==> src/rtl/fqpr_pkg.sv <==
package fqpr_pkg;

  // queue geometry
  localparam int QUEUE_DEPTH = 16;
  localparam int WORD_WIDTH  = 32;
  localparam int PTR_W       = $clog2(QUEUE_DEPTH);
  localparam int CNT_W       = $clog2(QUEUE_DEPTH + 1);

  // fixed field widths of the transaction payloads
  localparam int CMD_W   = 2;
  localparam int DATA_W  = 32;
  localparam int INDEX_W = 4;
  localparam int STAT_W  = 2;
  localparam int COUNT_W = 5;

  // command codes
  localparam logic [CMD_W-1:0] CMD_ENQ  = 2'd0;
  localparam logic [CMD_W-1:0] CMD_DEQ  = 2'd1;
  localparam logic [CMD_W-1:0] CMD_PEEK = 2'd2;
  localparam logic [CMD_W-1:0] CMD_REV  = 2'd3;

  // status codes
  localparam logic [STAT_W-1:0] ST_OK    = 2'd0;
  localparam logic [STAT_W-1:0] ST_EMPTY = 2'd1;
  localparam logic [STAT_W-1:0] ST_FULL  = 2'd2;
  localparam logic [STAT_W-1:0] ST_RANGE = 2'd3;

  typedef struct packed {
    logic [CMD_W-1:0]   command;
    logic [DATA_W-1:0]  data_in;
    logic [INDEX_W-1:0] peek_index;
  } cmd_t;

  typedef struct packed {
    logic [DATA_W-1:0]  data_out;
    logic [STAT_W-1:0]  status;
    logic [COUNT_W-1:0] entry_count;
  } rsp_t;

endpackage

==> src/rtl/fqpr_core.sv <==
module fqpr_core import fqpr_pkg::*; (
  input  logic clk,
  input  logic rst,
  input  logic fire,
  input  cmd_t cmd,
  output rsp_t rsp
);

  localparam int SUM_W = CNT_W + 1;

  logic [WORD_WIDTH-1:0] store [QUEUE_DEPTH];
  logic [PTR_W-1:0]      front, front_next;
  logic [CNT_W-1:0]      count, count_next;
  logic                  reversed, reversed_next;

  logic [CNT_W-1:0]      rd_pos, run;
  logic [PTR_W-1:0]      rd_slot, wr_slot, front_inc, front_dec;
  logic [WORD_WIDTH-1:0] rd_word, wr_word, data;
  logic [CNT_W-1:0]      idx;
  logic                  wr_en;
  logic [STAT_W-1:0]     status;

  // ring slot of base plus an offset below the depth
  function automatic logic [PTR_W-1:0] wrap_slot(input logic [PTR_W-1:0] base,
                                                 input logic [CNT_W-1:0] offs);
    logic [SUM_W-1:0] sum;
    sum = SUM_W'(base) + SUM_W'(offs);
    if (sum >= SUM_W'(QUEUE_DEPTH)) begin
      sum = sum - SUM_W'(QUEUE_DEPTH);
    end
    return sum[PTR_W-1:0];
  endfunction

  // pointer neighbours
  assign front_inc = (front == PTR_W'(QUEUE_DEPTH - 1)) ? '0 : front + 1'b1;
  assign front_dec = (front == '0) ? PTR_W'(QUEUE_DEPTH - 1) : front - 1'b1;

  // read side: logical position to physical slot
  assign idx     = CNT_W'(cmd.peek_index);
  assign rd_pos  = (cmd.command == CMD_PEEK) ? idx : '0;
  assign run     = reversed ? (count - 1'b1 - rd_pos) : rd_pos;
  assign rd_slot = wrap_slot(front, run);
  assign rd_word = store[rd_slot];

  // write side: back of the logical order
  assign wr_slot = reversed ? front_dec : wrap_slot(front, count);
  assign wr_word = cmd.data_in[WORD_WIDTH-1:0];

  // command decode
  always_comb begin
    front_next    = front;
    count_next    = count;
    reversed_next = reversed;
    wr_en         = 1'b0;
    data          = '0;
    status        = ST_OK;
    unique case (cmd.command)
      CMD_ENQ: begin
        if (count == CNT_W'(QUEUE_DEPTH)) begin
          status = ST_FULL;
        end else begin
          wr_en      = 1'b1;
          count_next = count + 1'b1;
          if (reversed) begin
            front_next = front_dec;
          end
        end
      end
      CMD_DEQ: begin
        if (count == '0) begin
          status = ST_EMPTY;
        end else begin
          data       = rd_word;
          count_next = count - 1'b1;
          if (!reversed) begin
            front_next = front_inc;
          end
        end
      end
      CMD_PEEK: begin
        if (count == '0) begin
          status = ST_EMPTY;
        end else if (idx >= count) begin
          status = ST_RANGE;
        end else begin
          data = rd_word;
        end
      end
      CMD_REV: begin
        reversed_next = !reversed;
      end
      default: begin
      end
    endcase
  end

  assign rsp.data_out    = DATA_W'(data);
  assign rsp.status      = status;
  assign rsp.entry_count = COUNT_W'(count_next);

  // entry storage, no reset
  always_ff @(posedge clk) begin
    if (fire && wr_en) begin
      store[wr_slot] <= wr_word;
    end
  end

  // queue state
  always_ff @(posedge clk) begin
    if (rst) begin
      front    <= '0;
      count    <= '0;
      reversed <= 1'b0;
    end else if (fire) begin
      front    <= front_next;
      count    <= count_next;
      reversed <= reversed_next;
    end
  end

endmodule

==> src/rtl/fifo_queue_with_peek_reverse.sv <==
// Bounded queue of 16 words of 32 bits, held in a ring buffer, with enqueue, dequeue,
// peek at a position from the front and reverse. Each command's response is registered
// and shows in the cycle after the command is taken. Each command is a single pointer
// update plus one read or write of the register-based entry store, done in the
// accepting cycle, which sets the rate of one command per clock unless a waiting
// response is stalled. A new command is taken while a response still waits, as long
// as the response register is freed in the same cycle. Reverse only flips the
// direction of the ring, so no entry moves. Errors come back as status codes.
module fifo_queue_with_peek_reverse import fqpr_pkg::*; (
  input  logic clk,
  input  logic rst,
  input  logic cmd_valid,
  output logic cmd_ready,
  input  cmd_t cmd,
  output logic rsp_valid,
  input  logic rsp_ready,
  output rsp_t rsp
);

  logic fire;
  rsp_t rsp_comb;

  assign cmd_ready = !rsp_valid || rsp_ready;
  assign fire      = cmd_valid && cmd_ready;

  fqpr_core u_core (
    .clk  (clk),
    .rst  (rst),
    .fire (fire),
    .cmd  (cmd),
    .rsp  (rsp_comb)
  );

  // response register
  always_ff @(posedge clk) begin
    if (fire) begin
      rsp <= rsp_comb;
    end
  end

  always_ff @(posedge clk) begin
    if (rst) begin
      rsp_valid <= 1'b0;
    end else if (fire) begin
      rsp_valid <= 1'b1;
    end else if (rsp_ready) begin
      rsp_valid <= 1'b0;
    end
  end

endmodule

==> config.mk <==
export PLATFORM = sky130hd
export DESIGN_NAME = fifo_queue_with_peek_reverse
export DESIGN_NICKNAME = d
export VERILOG_FILES = /design/src/rtl/fqpr_pkg.sv /design/src/rtl/fqpr_core.sv /design/src/rtl/fifo_queue_with_peek_reverse.sv
export SDC_FILE = /design/constraint.sdc
export NUM_CORES = 1
export LEC_CHECK = 0
export BUFFER_PORTS_ARGS = -buffer_cell sky130_fd_sc_hd__clkbuf_2
export CORE_MARGIN = 10
export CORE_UTILIZATION = 65
export DETAILED_ROUTE_END_ITERATION = 7
export PLACE_DENSITY = 0.95
export SYNTH_ARGS = -nofsm -noshare
export SYNTH_HDL_FRONTEND = slang
export SYNTH_SLANG_ARGS = --single-unit
==> constraint.sdc <==
create_clock -name clk -period 6.17 [get_ports clk]
set_clock_uncertainty 0.1 [all_clocks]
set_input_delay 0.3085 -clock clk [delete_from_list [all_inputs] [get_ports clk]]
set_output_delay 0.3085 -clock clk [all_outputs]
set_load 0.02 [all_outputs]
=== Word level (Yosys, flattened, before mapping) ===
Memories as Yosys holds them, arrays and structs flattened.
Cells that the tools add are included.

* Add/subtract/negate cells: 9
* Magnitude comparators: 3
* Equal/unequal tests: 9
* Mux-type cells: 30
* Reductions and logical operators: 12

{| class="wikitable"
|+ Operators by type and width
! kind !! number
|-
| two-way mux 32 bit || 3
|-
| one-hot mux 32 bit (2 select lines) || 1
|-
| two-way mux 4 bit || 10
|-
| two-way mux 5 bit || 3
|-
| adder 4 x 5 -> 6 bit || 2
|-
| >= comparator 6 x 5 -> 1 bit (second input constant) || 2
|-
| subtractor 4 x 1 -> 4 bit (second input constant) || 3
|-
| one-hot mux 5 bit (2 select lines) || 1
|-
| one-hot mux 4 bit (2 select lines) || 1
|-
| two-way mux 1 bit || 7
|-
| two-way mux 2 bit || 3
|-
| != test 2 bit (second input constant) || 3
|-
| one-hot mux 2 bit (3 select lines) || 1
|-
| AND reduction 6 bit || 1
|-
| adder 5 x 1 -> 5 bit (second input constant) || 1
|-
| == test 5 bit (second input constant) || 1
|-
| >= comparator 4 x 5 -> 1 bit || 1
|-
| logical NOT 5 bit || 1
|-
| subtractor 5 x 1 -> 5 bit (second input constant) || 1
|-
| subtractor 5 bit || 1
|-
| adder 4 x 1 -> 4 bit (second input constant) || 1
|-
| == test 2 bit (second input constant) || 2
|-
| == test 4 bit (second input constant) || 1
|-
| logical NOT 4 bit || 1
|-
| 8 further kinds || 11
|}

* Register bits: 50
* Memory bits (writable): 512
* Input port bits: 42
* Output and inout bits: 41
* Logic and storage cells: 71
* Memories kept: 1

{| class="wikitable"
|+ Memory list
! memory !! words !! bits a word !! read ports !! clocked after memory_dff !! wr ports !! line !! text
|-
| u_core.store || 16 || 32 || 1 || 0 || 1 || fqpr_core.sv:11 || <nowiki>logic [WORD_WIDTH-1:0] store [QUEUE_DEPTH];</nowiki>
|}

=== Depth between registers and ports, before layout ===
An unclocked memory read counts as a cell.

* Depth in word-level cells: 11
* Gate-level depth with buffers: 15
* Mapped depth without buffers: 14

=== Cells and area by module ===
Synthesis repeated with hierarchy kept, for this count alone.

* Cells, all modules: 1137
* Area, all modules: 22990.8 µm²

{| class="wikitable"
|+ By module, submodules not included
! module !! times used !! cells an instance !! area an instance (µm²) !! seq. area each (µm²)
|-
| fqpr_core || 1 || 1093 || 21764.6 || 15574.9
|-
| fifo_queue_with_peek_reverse || 1 || 44 || 1226.2 || 1191.1
|}

=== Least setup slack after synthesis ===
Ideal clock, no wire load.

* Path type: reg2reg
* Start: reg u_core.count[0]
* End: reg rsp[16] (netlist name), data pin
* Setup time: 0.265 ns
* Data arrival time: 3.493 ns
* Data required time: 5.805 ns
* Setup slack: 2.312 ns
* Cell stages (with the launch flop): 14
* Path buffers: 3
* Period minus slack after synthesis: 3.858 ns
* Cells stage by stage: dfxtp_1 buf_6 inv_1 ha_1 fa_1 mux2i_1 inv_1 fa_1 clkbuf_1 clkbuf_1 mux4_2 mux2_2 o211ai_1 mux2i_1

{| class="wikitable"
|+ RTL lines
! item !! line !! text
|-
| from (decl) || fqpr_core.sv:13 || <nowiki>logic [CNT_W-1:0] count, count_next;</nowiki>
|-
| from (signal assigned) || fqpr_core.sv:116 || <nowiki>count <= count_next;</nowiki>
|-
| to (signal assigned) || fifo_queue_with_peek_reverse.sv:37 || <nowiki>rsp <= rsp_comb;</nowiki>
|-
| to (decl) || fifo_queue_with_peek_reverse.sv:17 || <nowiki>output rsp_t rsp</nowiki>
|}

==> run_results.csv <==
group,metric,value,unit
place,port_buffers,82,
critical_path,critPathSlowestCell,"fa_4",
sta,slew_headroom,11.9,%
logic_synthesis,ys_seq_area_share,73.0,%
clock_network,ctsRootBufferMaster,"clkbuf_16",
logic_synthesis,avgSynthCellArea,20.3,um2
critical_path,cp.required,6.39,ns
critical_path,path_max_fanout,36,
pwr,p_sw,1.96,mW
outcome,status,"complete, no violations",
finish,drive_gt1_share,32.2,%
critical_path,crit_arrival,5.23,ns
routing,drc,0,
finish,area_growth,12.4,%
clock_network,clk_path_buf_depth,3,
critical_path,critPathKind,"reg -> reg",
routing,first_pass_iters,5,
pwr,clock_power_share,38.8,%
clock_network,cts_hold_buf,5,
place,placed_area,24100,um2
pwr,seqPwrFrac,50.5,%
logic_synthesis,synth_common_cells,"551 x edfxtp_1, 128 x mux4_2, 65 x o211ai_1",
logic_synthesis,ys_ff_latch,562,
routing,wl_per_cell,32.8,um
critical_path,crit_path_end_kind,"flip-flop",
min_path,hold_path.class,"in -> reg",
logic_synthesis,synthesis.nets,1201,
floorplanning,die_area,43300,um2
logic_synthesis,yosysTopAreaCellShare,72.0,%
sta,period_minus_slack,5.00,ns
critical_path,slowest_delay,1.18,ns
critical_path,crit_family,"adder cells",
sta,rsz0062_at_grt,"false",
clock_network,htreeDepth,2,
critical_path,crit_chain,"inv_1 > ha_1 > fa_1 > mux2i_1 > inv_1 > fa_4 > buf_4 > mux4_2 > mux2_2 > o211ai_1 > mux2i_1",
clock_network,cts_buffers,54,
grt,grt.total_usage,25.9,%
floorplanning,io_pins,83,
floorplanning,die_y,208,um
clock_network,cts_resized,0,
floorplanning,coreArea,34700,um2
pwr,p_comb_share,10.7,%
critical_path,cp.buffers_inverters,3,
clock_network,clk_pin_slew,0.07,ns
logic_synthesis,syn-cell-area,23000,um2
routing,dr_total_vias,12441,
logic_synthesis,ys_top_cells_by_area,"edfxtp_1 72%, mux4_2 13%, mux2_2 3.1%",
grt,antenna_found_initial,1,
sta,setup_violations,0,
sta,worst_slew_pin_slew,1.32,ns
grt,grt_pass1_wl,84400,um
routing,drt-initial-drc-count,1544,
floorplanning,die_width,208,um
place,dpl.hpwl,29800,um
grt,grt_pass1_vias,12885,
routing,antenna_left,0,
logic_synthesis,synthFlopType,"edfxtp_1",
logic_synthesis,yosysMostFrequentCell,"edfxtp_1",
floorplanning,start_util,66.2,%
clock_network,post_cts_buffers,0,
clock_network,cts_tree,"yes",
sta,drv_slew,0,
finish,fill_cells,1822,
sta,hold_viol_final,0,
logic_synthesis,ys_async_sr_fraction,0,%
logic_synthesis,ys.warnings.count,0,
logic_synthesis,yosysUniqueCellTypes,58,
grt,grt_max_degree,56,
sta,period_share,81.1,%
logic_synthesis,synthesis.instances,1132,
place,gp_congestion,0.833,
sta,timing.fmax,200,MHz
grt,overflow,0,
logic_synthesis,synth_edf_count,551,
clock_network,cts.sinks,562,
routing,vias_per_cell,7.20,
critical_path,startpoint_type,"flip-flop",
pwr,power.internal,6.51,mW
run,drv_cap,0,
pwr,power_leakage,8.46,nW
routing,wirelength,56600,um
logic_synthesis,synth_top_cell_by_area,"edfxtp_1",
pwr,p_sw_share,23.1,%
pwr,vdd_drop_max,238,uV
finish,layout.nets,1305,
floorplanning,placementRows,68,
clock_network,insertion_delay,0.59,ns
pwr,power_density,328,nW/um2
finish,stdcell_area,25800,um2
sta,finalSetupTns,0,ns
==> flip-flops by register name, summed over array words and instances (netlist names) <==
name and cells:
u_core.store 512, rsp 39, u_core.count 5, u_core.front 4, rsp_valid 1, u_core.reversed 1
==> metrics by stage <==
step / total power [mW] / hold slack, ns / util [%] / setup slack (ns) / cells
after floorplan: 4.96 / 0.307 / - / 2.31 / 1132
after global placement: 5.18 / 0.414 / 69.3 / 1.44 / 1630
after detailed placement: 5.23 / 0.442 / 69.3 / 1.22 / 1630
after CTS: 8.48 / 0.00725 / 74.4 / 1.21 / 1727
after global routing: 8.68 / 0.0412 / 74.4 / 0.920 / 1728
final: 8.47 / 0.0209 / 74.4 / 1.17 / 1729
==> worst register-to-register path, delay by kind of cell, from the launching register on <==
kind	cells	cell delay (ns)
buffers and inverters	3	0.75
adders and majority gates	3	2.08
muxes	4	1.09
DFF	1	0.62
AOI/OAI and AO/OA	1	0.11
==> cells by family (layout without fill, tap and decap cells) <==
family | after synthesis | in the layout | share of synthesized area [%]
adder cells (fa/ha/maj) | 27 | 27 | 1.57
AND/OR/NAND/NOR | 85 | 85 | 1.91
XOR/XNOR | 12 | 12 | 0.605
buffers and inverters | 92 | 232 | 1.73
other | 0 | 2 | 0
flip-flops | 562 | 562 | 73.0
multiplexers | 229 | 229 | 17.3
AO/OA/AOI/OAI | 125 | 125 | 3.92
==> per-layer routing <==
metal  routed length (um)  GRT usage [%]  part of all wire, %
met5                    0              0                    0
met4                 2580           11.9                  4.6
met3                 5820           5.06                   10
met2                28700           42.7                   51
met1                19500           33.1                   34
==> final timing paths <==
check,start,endpoint,slack (ns),cells past startpoint
max,u_core.count[0],rsp[9],1.17,11
min,cmd[30],u_core.store[8][26],0.02,1
max reg2reg,u_core.count[0],rsp[9],1.17,11
min reg2reg,u_core.front[3],u_core.front[3],0.50,2
==> power by group through the flow <==
| stage | sequential (mW) | combinational, mW | clock, mW |
|---|---|---|---|
| 6_report | 4.27 | 0.905 | 3.29 |
| 5_1_grt | 4.28 | 0.958 | 3.44 |
| 4_1_cts | 4.27 | 0.901 | 3.30 |
| 3_5_place_dp | 4.35 | 0.876 | 0 |
| 3_3_place_gp | 4.35 | 0.832 | 0 |
| 2_1_floorplan | 4.37 | 0.599 | 0 |
==> final cells by class <==
type / count / area [um2] / area share, %
clock inverters: 27 / 299 / 1.16
multi-input cells: 478 / 5970 / 23.1
flip-flops and latches: 562 / 16800 / 64.9
diodes: 2 / 5.00 / 0.0194
clock buffers: 65 / 1410 / 5.47
inverters: 23 / 86.3 / 0.334
well taps: 455 / 569 / 2.20
repair buffers: 117 / 723 / 2.80
==> layout by cell type, fill, tap and decap left out, drive strengths merged, types with 3 or more instances in the layout <==
cell         Yosys  routed
a211oi           3       3
a21o             5       5
a21oi           16      16
a31oi            3       3
a32oi            4       4
buf             23      30
bufinv           0       6
clkbuf          46     147
clkinv           0      16
clkinvlp         0       3
dfxtp           11      11
dlygate4sd3      0       5
edfxtp         551     551
fa               3       3
ha              24      24
inv             23      25
mux2            64      64
mux2i           37      37
mux4           128     128
nand2           19      19
nand2b           4       4
nand3            8       8
nand4            3       3
nor2            28      28
nor2b            3       3
nor3             5       5
o211ai          66      66
o21a             5       5
o21ai            8       8
o31ai            4       4
xnor2            8       8
xor2             4       4
No activity file was read; power rests on OpenSTA's default activity.
